==> src/hdl/lcrgb_pkg.sv <==
`default_nettype none

package lcrgb_pkg;

  localparam int IN_W  = 18;
  localparam int CH_W  = IN_W + 1;
  localparam int PIX_W = 16;
  localparam int RES_W = 25;

  localparam int CFG_IDX_W = 1;
  localparam int CFG_DAT_W = 16;

  localparam logic [CFG_IDX_W-1:0] REG_COLOR_MODE = 1'd0;
  localparam logic [CFG_IDX_W-1:0] REG_PIXEL_MAX  = 1'd1;

  localparam logic MODE_YCBCR = 1'b0;
  localparam logic MODE_YCOCG = 1'b1;

  localparam logic [PIX_W-1:0] PIXEL_MAX_RESET = 16'd1023;

  typedef logic signed [RES_W-1:0] res_t;
  typedef logic [PIX_W-1:0]        pix_t;

endpackage

`default_nettype wire

==> src/hdl/lcrgb_clip.sv <==
`default_nettype none

module lcrgb_clip (
  input  wire lcrgb_pkg::res_t value,
  input  wire lcrgb_pkg::pix_t pixel_max,
  output lcrgb_pkg::pix_t      clipped
);
  import lcrgb_pkg::*;

  logic signed [RES_W-1:0] limit;

  assign limit = $signed({{(RES_W-PIX_W){1'b0}}, pixel_max});

  always_comb begin
    priority if (value < 0) begin
      clipped = '0;
    end else if (value > limit) begin
      clipped = pixel_max;
    end else begin
      clipped = value[PIX_W-1:0];
    end
  end

endmodule

`default_nettype wire

==> src/hdl/luma_chroma_to_rgb_convert_core.sv <==
`default_nettype none
// Luma/chroma to RGB converter, five register stages.
// Throughput: one item per cycle; each stage holds only while the next is full and stalled.
// Stages: offset removal, coefficient multiply, sum, round, clip.
// In YCoCg mode stages 2 to 4 run lifting steps in place of the matrix and rounding.
// Reset: valid bits clear, color_mode returns to 0 and pixel_max to 1023.

module luma_chroma_to_rgb_convert_core #(
  parameter int COEF_FRAC_BITS = 24
) (
  input  wire                                  clk,
  input  wire                                  rst,
  input  wire                                  cfg_we,
  input  wire  [lcrgb_pkg::CFG_IDX_W-1:0]      cfg_index,
  input  wire  [lcrgb_pkg::CFG_DAT_W-1:0]      cfg_data,
  input  wire                                  in_valid,
  output logic                                 in_stall,
  input  wire  signed [lcrgb_pkg::IN_W-1:0]    luma,
  input  wire  signed [lcrgb_pkg::IN_W-1:0]    chroma_first,
  input  wire  signed [lcrgb_pkg::IN_W-1:0]    chroma_second,
  output logic                                 out_valid,
  input  wire                                  out_stall,
  output logic [lcrgb_pkg::PIX_W-1:0]          red,
  output logic [lcrgb_pkg::PIX_W-1:0]          green,
  output logic [lcrgb_pkg::PIX_W-1:0]          blue
);
  import lcrgb_pkg::*;

  localparam int KW = COEF_FRAC_BITS + 2;
  localparam int PW = KW + CH_W;
  localparam int AW = COEF_FRAC_BITS + RES_W - 1;

  localparam logic signed [KW-1:0] K_RCR =
    KW'(((64'd14020 << COEF_FRAC_BITS) + 64'd5000) / 64'd10000);
  localparam logic signed [KW-1:0] K_GCB =
    KW'(((64'd34413 << COEF_FRAC_BITS) + 64'd50000) / 64'd100000);
  localparam logic signed [KW-1:0] K_GCR =
    KW'(((64'd71414 << COEF_FRAC_BITS) + 64'd50000) / 64'd100000);
  localparam logic signed [KW-1:0] K_BCB =
    KW'(((64'd17720 << COEF_FRAC_BITS) + 64'd5000) / 64'd10000);
  localparam logic signed [KW-1:0] K_RCB =
    KW'(((64'd71525 << COEF_FRAC_BITS) + 64'd5000000000) / 64'd10000000000);
  localparam logic signed [KW-1:0] K_BCR =
    KW'(((64'd40249 << COEF_FRAC_BITS) + 64'd500000000) / 64'd1000000000);

  localparam logic [AW-1:0] HALF = {{(AW-1){1'b0}}, 1'b1} << (COEF_FRAC_BITS - 1);

  function automatic res_t round_fix(input logic signed [AW-1:0] acc);
    logic [AW-1:0]           mag;
    logic [AW-1:0]           sum;
    logic signed [RES_W-1:0] q;
    mag = acc[AW-1] ? AW'(-acc) : AW'(acc);
    sum = mag + HALF;
    q   = $signed({1'b0, sum[AW-1:COEF_FRAC_BITS]});
    return acc[AW-1] ? -q : q;
  endfunction

  logic       color_mode;
  pix_t       pixel_max;

  always_ff @(posedge clk) begin
    if (rst) begin
      color_mode <= MODE_YCBCR;
      pixel_max  <= PIXEL_MAX_RESET;
    end else if (cfg_we) begin
      unique case (cfg_index)
        REG_COLOR_MODE: color_mode <= cfg_data[0];
        REG_PIXEL_MAX:  pixel_max  <= cfg_data[PIX_W-1:0];
        default:        ;
      endcase
    end
  end

  logic v1, v2, v3, v4;
  logic rdy1, rdy2, rdy3, rdy4, rdy5;

  assign rdy5     = !out_valid || !out_stall;
  assign rdy4     = !v4 || rdy5;
  assign rdy3     = !v3 || rdy4;
  assign rdy2     = !v2 || rdy3;
  assign rdy1     = !v1 || rdy2;
  assign in_stall = !rdy1;

  always_ff @(posedge clk) begin
    if (rst) begin
      v1        <= 1'b0;
      v2        <= 1'b0;
      v3        <= 1'b0;
      v4        <= 1'b0;
      out_valid <= 1'b0;
    end else begin
      if (rdy1) v1        <= in_valid;
      if (rdy2) v2        <= v1;
      if (rdy3) v3        <= v2;
      if (rdy4) v4        <= v3;
      if (rdy5) out_valid <= v4;
    end
  end

  // stage 1: remove the mid-scale offset
  logic [PIX_W:0]          offset;
  logic signed [CH_W-1:0]  offset_s;
  logic signed [IN_W-1:0]  s1_y;
  logic signed [CH_W-1:0]  s1_c1, s1_c2;

  assign offset   = ({1'b0, pixel_max} + 17'd1) >> 1;
  assign offset_s = $signed({{(CH_W-PIX_W-1){1'b0}}, offset});

  always_ff @(posedge clk) begin
    if (rdy1) begin
      s1_y  <= luma;
      s1_c1 <= CH_W'(chroma_first) - offset_s;
      s1_c2 <= CH_W'(chroma_second) - offset_s;
    end
  end

  // stage 2: coefficient products and first lifting step
  logic signed [IN_W-1:0] s2_y;
  logic signed [PW-1:0]   s2_p_rcb, s2_p_rcr, s2_p_gcb, s2_p_gcr, s2_p_bcb, s2_p_bcr;
  logic signed [20:0]     s2_t;
  logic signed [CH_W-1:0] s2_c1, s2_c2;

  always_ff @(posedge clk) begin
    if (rdy2) begin
      s2_y     <= s1_y;
      s2_p_rcb <= s1_c1 * K_RCB;
      s2_p_rcr <= s1_c2 * K_RCR;
      s2_p_gcb <= s1_c1 * K_GCB;
      s2_p_gcr <= s1_c2 * K_GCR;
      s2_p_bcb <= s1_c1 * K_BCB;
      s2_p_bcr <= s1_c2 * K_BCR;
      s2_t     <= 21'(s1_y) - 21'(s1_c2 >>> 1);
      s2_c1    <= s1_c1;
      s2_c2    <= s1_c2;
    end
  end

  // stage 3: matrix sums and second lifting step
  logic signed [AW-1:0]   ys;
  logic signed [AW-1:0]   s3_acc_r, s3_acc_g, s3_acc_b;
  logic signed [21:0]     s3_g, s3_b;
  logic signed [CH_W-1:0] s3_c1;

  assign ys = AW'(s2_y) <<< COEF_FRAC_BITS;

  always_ff @(posedge clk) begin
    if (rdy3) begin
      s3_acc_r <= ys - AW'(s2_p_rcb) + AW'(s2_p_rcr);
      s3_acc_g <= ys - AW'(s2_p_gcb) - AW'(s2_p_gcr);
      s3_acc_b <= ys + AW'(s2_p_bcb) - AW'(s2_p_bcr);
      s3_g     <= 22'(s2_c2) + 22'(s2_t);
      s3_b     <= 22'(s2_t) - 22'(s2_c1 >>> 1);
      s3_c1    <= s2_c1;
    end
  end

  // stage 4: round the matrix result or finish the lifting
  res_t s4_r, s4_g, s4_b;

  always_ff @(posedge clk) begin
    if (rdy4) begin
      if (color_mode == MODE_YCBCR) begin
        s4_r <= round_fix(s3_acc_r);
        s4_g <= round_fix(s3_acc_g);
        s4_b <= round_fix(s3_acc_b);
      end else begin
        s4_r <= RES_W'(23'(s3_b) + 23'(s3_c1));
        s4_g <= RES_W'(s3_g);
        s4_b <= RES_W'(s3_b);
      end
    end
  end

  // stage 5: saturate into the output register
  pix_t r_clip, g_clip, b_clip;

  lcrgb_clip u_clip_r (.value(s4_r), .pixel_max(pixel_max), .clipped(r_clip));
  lcrgb_clip u_clip_g (.value(s4_g), .pixel_max(pixel_max), .clipped(g_clip));
  lcrgb_clip u_clip_b (.value(s4_b), .pixel_max(pixel_max), .clipped(b_clip));

  always_ff @(posedge clk) begin
    if (rdy5) begin
      red   <= r_clip;
      green <= g_clip;
      blue  <= b_clip;
    end
  end

  a_stall_only_when_full: assert property (@(posedge clk) disable iff (rst)
    in_stall |-> (v1 && v2 && v3 && v4 && out_valid))
    else $error("input stalled while the pipeline has a free stage");

  a_item_reaches_output: assert property (@(posedge clk) disable iff (rst)
    (in_valid && !in_stall) ##1 !out_stall ##1 !out_stall ##1 !out_stall
      |-> ##2 out_valid)
    else $error("accepted item did not reach the output");

endmodule

`default_nettype wire
==> config.mk <==
export PLATFORM = sky130hd
export DESIGN_NAME = luma_chroma_to_rgb_convert_core
export DESIGN_NICKNAME = d
export VERILOG_FILES = /design/src/hdl/lcrgb_pkg.sv /design/src/hdl/lcrgb_clip.sv /design/src/hdl/luma_chroma_to_rgb_convert_core.sv
export SDC_FILE = /design/constraint.sdc
export NUM_CORES = 2
export LEC_CHECK = 0
export ABC_AREA = 1
export CAP_MARGIN = 15
export CORE_MARGIN = 2
export CORE_UTILIZATION = 54
export CTS_CLUSTER_DIAMETER = 60
export DETAILED_ROUTE_END_ITERATION = 6
export DONT_BUFFER_PORTS = 1
export PLACE_DENSITY = 0.72
export SYNTH_ARGS = -nofsm -noshare
export SYNTH_HDL_FRONTEND = slang
export SYNTH_SLANG_ARGS = --single-unit
==> constraint.sdc <==
create_clock -name clk -period 19.1 [get_ports clk]
set_input_delay 2.865 -clock clk [delete_from_list [all_inputs] [get_ports clk]]
set_output_delay 2.865 -clock clk [all_outputs]
set_load 0.02 [all_outputs]
### Word-level counts from Yosys, hierarchy flattened

Index checks and enable logic that the tools add are counted.

* bits in registers: 714
* input bits: 76
* output and inout bits: 50
* word-level logic and storage cells: 93

* add/subtract/negate cells: 22
* $mul: 6
* magnitude comparators: 6
* mux-type cells: 12
* bitwise gates (word level): 1
* reductions and logical operators: 14

Operators by type and width (count)
* two-way mux 25 bit: 6
* adder 48 x 24 -> 48 bit, second input constant: 3
* two-way mux 48 bit: 3
* negation 48 bit: 3
* multiplier 19 x 26 -> 45 bit, second input constant: 2
* greater-than comparator 25 x 17 -> 1 bit: 3
* less-than comparator 25 x 1 -> 1 bit, second input constant: 3
* negation 24 -> 25 bit: 3
* two-way mux 16 bit: 3
* subtractor 46 x 30 -> 47 bit: 1
* adder 42 x 45 -> 46 bit: 1
* adder 43 x 45 -> 46 bit: 1
* subtractor 44 x 44 -> 45 bit: 1
* multiplier 19 x 25 -> 44 bit, second input constant: 1
* subtractor 42 x 43 -> 44 bit: 1
* multiplier 19 x 24 -> 43 bit, second input constant: 1
* subtractor 42 x 27 -> 43 bit: 1
* subtractor 18 x 17 -> 19 bit: 2
* multiplier 19 x 11 -> 30 bit, second input constant: 1
* multiplier 19 x 5 -> 24 bit, second input constant: 1
* adder 22 x 19 -> 23 bit: 1
* adder 19 x 19 -> 20 bit: 1
* subtractor 19 x 18 -> 20 bit: 1
* subtractor 18 x 18 -> 19 bit: 1
* 5 further kinds: 16

### Longest topological paths before layout

* depth after elaboration: 7
* mapped depth: 28
* gate-level depth less buffers: 28

### Modules after synthesis

A second synthesis with hierarchy kept.

* cells, all modules: 9426
* area total of the unflattened synthesis: 82604.2 µm²

Modules (own cells, without submodules)
* luma_chroma_to_rgb_convert_core: instances 1, cells an instance 8904, area each 79939.2 µm², seq. area each 20469.6 µm²
* lcrgb_clip: instances 3, cells an instance 174, area each 888.4 µm², seq. area each 0.0 µm²

### Worst setup path before layout

No wires, ideal clock.

* path type: input -> output
* start: input out_stall
* end: output in_stall
* arrival: 16.401 ns
* data required time: 16.235 ns
* setup slack: -0.166 ns
* cell stages on the path: 8
* path buffers: 0
* cell sequence: nand2_1 nor2_1 inv_1 nor2_1 inv_1 nor2_1 inv_1 nor2_1

* longest elaborated chain between the ends: 7

Ends and longest elaborated chain
* from (decl): RTL line luma_chroma_to_rgb_convert_core.sv:22 `input wire out_stall,`
* logical NOT 1 bit: RTL line luma_chroma_to_rgb_convert_core.sv:77 `assign rdy5 = !out_valid || !out_stall;`
* logical OR 1 bit: RTL line luma_chroma_to_rgb_convert_core.sv:77
* logical OR 1 bit: RTL line luma_chroma_to_rgb_convert_core.sv:78 `assign rdy4 = !v4 || rdy5;`
* via rdy4: RTL line luma_chroma_to_rgb_convert_core.sv:75 `logic rdy1, rdy2, rdy3, rdy4, rdy5;`
* logical OR 1 bit: RTL line luma_chroma_to_rgb_convert_core.sv:79 `assign rdy3 = !v3 || rdy4;`
* via rdy3: RTL line luma_chroma_to_rgb_convert_core.sv:75
* logical OR 1 bit: RTL line luma_chroma_to_rgb_convert_core.sv:80 `assign rdy2 = !v2 || rdy3;`
* via rdy2: RTL line luma_chroma_to_rgb_convert_core.sv:75
* logical OR 1 bit: RTL line luma_chroma_to_rgb_convert_core.sv:81 `assign rdy1 = !v1 || rdy2;`
* logical NOT 1 bit: RTL line luma_chroma_to_rgb_convert_core.sv:82 `assign in_stall = !rdy1;`
* to (decl): RTL line luma_chroma_to_rgb_convert_core.sv:17 `output logic in_stall,`

The timed path passes the listed nets, and every way through them passes these cells.

### Final worst setup path

Same ends and word-level chain as after synthesis.

==> results.sh <==
export IMPL_overflow=0
export IMPL_firstDrtPassIters=6
export IMPL_area_growth_pct=7.121
export IMPL_avgSynthCellArea_sq_um=8.939
export IMPL_setup_slack_ns=10.28
export IMPL_synth_flop_cell="edfxtp_1"
export IMPL_crit_slowest_cell="clkinvlp_4"
export IMPL_status="completed"
export IMPL_grt_setup_unrepaired="false"
export IMPL_portBuffers=0
export IMPL_num_vias=63720
export IMPL_cts_buffers=85
export IMPL_die_area_sq_mm=0.1534
export IMPL_wl_mm=279.6
export IMPL_synth_simple_area_share_pct=13.78
export IMPL_die_h_um=391.7
export IMPL_synth_top_area_share_pct=24.67
export IMPL_synth_edff_count=667
export IMPL_hold_violations=0
export IMPL_cpMostUsedCell="nor2_1"
export IMPL_rows=142
export IMPL_period_share_pct=46.18
export IMPL_max_stage_delay_ns=0.73
export IMPL_cts_sinks=689
export IMPL_synth_compound_area_share_pct=8.895
export IMPL_fill_cells=13530
export IMPL_htreeDepth=3
export IMPL_place_gp_congestion=1.048
export IMPL_die_w_um=391.7
export IMPL_max_slew_worst_pin_slew_ns=1.124
export IMPL_hp_class="reg2reg"
export IMPL_synthCells=9081
export IMPL_wire_per_inst_um=24.80
export IMPL_antenna_left=0
export IMPL_syn_area_sq_mm=0.08118
export IMPL_synth_adder_area_share_pct=37.69
export IMPL_setup_violations=0
export IMPL_ys_ff_latch=689
export IMPL_crit_type="in2out"
export IMPL_ys_top_cells_by_count="1965 x inv_1, 1365 x nand2_1, 1258 x ha_1"
export IMPL_cts_resized=0
export IMPL_syn_nets=11160
export IMPL_viasPerCell=5.652
export IMPL_yosys_mux_area_fraction_pct=0
export IMPL_clk_latency_ns=0.73
export IMPL_yosys_warnings=0
export IMPL_report_final_slew_viol_count=0
export IMPL_drt_initial_drc_count=5187
export IMPL_finalCriticalPeriod_ns=8.820
export IMPL_synth_top_family_by_area="adder cells"
export IMPL_synth_seq_area_share_pct=25.22
export IMPL_core_area_sq_mm=0.1496
export IMPL_synth_xor_area_share_pct=4.962
export IMPL_worstPathCellList="nand2_2 -> buf_4 -> nor2_1 -> inv_2 -> nor2_1 -> inv_8 -> nor2_1 -> clkinvlp_4 -> nor2_1"
export IMPL_path_buf_inv=4
export IMPL_cts_root_buf="clkbuf_16"
export IMPL_critPathCaptureType="primary output"
export IMPL_fin_skew_ns=0.05266
export IMPL_grt_pass1_vias=63130
export IMPL_place_ws_ns=10.15
export IMPL_cp_arrival_ns=5.95
export IMPL_postCtsHoldBufs=0
export IMPL_dp_hpwl_mm=242.1
export IMPL_cts_buffer_depth=3
export IMPL_track_usage_pct=36.85
export IMPL_yosys_area_top_type="edfxtp_1"
export IMPL_cp_top_family="simple AND/OR/NAND/NOR gates"
export IMPL_async_flop_share_pct=0
export IMPL_cts_setup_buffers=0
export IMPL_clk_pin_slew_ns=0.06
export IMPL_worstPathRequired_ns=16.23
export IMPL_max_slew_margin_pct=24.36
export IMPL_cts_tree="built"
export IMPL_pin_count=126
export IMPL_synth_most_common_cell="inv_1"
export IMPL_synth_area_leaders="edfxtp_1 25%, ha_1 19%, fa_1 18%"
export IMPL_antenna_found_initial=31
export IMPL_finalNetCount=11250
export IMPL_drc=0
export IMPL_synth_cell_types=64
export IMPL_grt_pass1_wl_mm=410.0
export IMPL_cp_start_kind="input port"
export IMPL_drive_above_1_share_pct=3.938
export IMPL_grt_max_degree=139
export IMPL_initial_core_util_pct=54.26
export IMPL_maxCapViolations=0
export IMPL_crit_path_max_fanout=120
export IMPL_setup_tns_ns=0
export IMPL_fmax_mhz=113.4
-- registers in the layout (all words and copies together) (netlist names), 22 cells and up --
register,count
s3_acc_b,47
s3_acc_r,46
s2_p_rcr,45
s3_acc_g,44
s2_p_bcb,43
s2_p_gcb,43
s2_p_gcr,41
s2_p_bcr,29
s4_b,25
s4_g,25
s4_r,25
s2_p_rcb,22
-- routing by layer --
metal / global-route usage [%] / wire, um / up-vias
met5: 0 / 82 / -
met2: 57.22 / 125100 / 2541
met3: 7.379 / 20890 / 589
met4: 21.78 / 18690 / 12
li1: - / - / 29750
met1: 47.81 / 114900 / 30830
-- worst register-to-register path: cells and delay by family (launching register included) --
kind                     cells  cell delay (ns)
adder cells (fa/ha/maj)      8             4.07
buffers and inverters        5             0.73
flip-flops                   1             0.35
AND/OR/NAND/NOR              4             0.46
XOR/XNOR                     1             0.16
AO/OA/AOI/OAI                6             1.41
-- final timing paths --
kind / from / end / slack [ns] / cells past startpoint
worst min register to register: s2_c1[3] / s3_c1[3] / 0.45 / 0
worst max-delay path: out_stall / in_stall / 10.28 / 9
worst min-delay path: s2_c1[3] / s3_c1[3] / 0.45 / 0
worst max register to register: s1_c2[10] / s2_p_rcr[37] / 11.69 / 24
-- per-stage QoR --
stage,instance area (sq um),instances,hold WS [ns],util [%]
5_1_grt,86920,11260,0.4649,58.10
3_3_place_gp,83940,11100,0.4391,56.11
2_1_floorplan,81180,9081,0.4264,-
6_report,86960,11270,0.4545,58.13
3_5_place_dp,83940,11100,0.4439,56.11
4_1_cts,86910,11260,0.4613,58.09
-- final cells by class --
type / count / area, sq um / share of cell area (%)
antenna: 15 / 37.54 / 0.04317
clock buffer: 100 / 2183 / 2.511
clock inverter: 54 / 780.7 / 0.8979
inverter: 1981 / 7447 / 8.564
multi-input combinational: 6358 / 53040 / 61.00
sequential: 689 / 20470 / 23.54
tap: 2016 / 2522 / 2.901
timing repair buffer: 61 / 474.2 / 0.5453
-- placed cells by master, fill, tap and decap left out, types with 8 or more instances in the layout --
master and instances:
nand2_2 53, o2111ai_1 11, fa_1 742, or2_2 8, a21boi_0 19, xor2_1 278, a21boi_1 8, clkinv_1 15
o31ai_1 24, inv_2 13, nor4_1 20, a31oi_1 77, o21ai_2 8, ha_1 1258, diode_2 15, nand3_1 331
a21o_1 22, nand3b_1 20, nor2_1 619, xnor2_1 180, nand2_1 1364, a211oi_1 29, nor3_1 50, bufinv_16 12
o21ai_0 318, nand4_1 61, nor2_2 39, o21ai_1 34, o21bai_1 19, nor2_4 19, buf_4 59, a21oi_1 601
inv_1 1961, edfxtp_1 667, clkbuf_1 15, o211ai_1 32, dfxtp_1 21, clkbuf_16 85, o21a_1 45, nand3_2 8
-- kinds of logic after synthesis --
group / Yosys count
AO/OA/AOI/OAI: 1282
flip-flops: 689
buffers and inverters: 2034
XOR/XNOR: 459
AND/OR/NAND/NOR: 2617
adder cells (fa/ha/maj): 2000
Power is left out: the tool's default activity adds up to more than one toggle a clock period on the data nets, which glitch-free logic cannot reach.
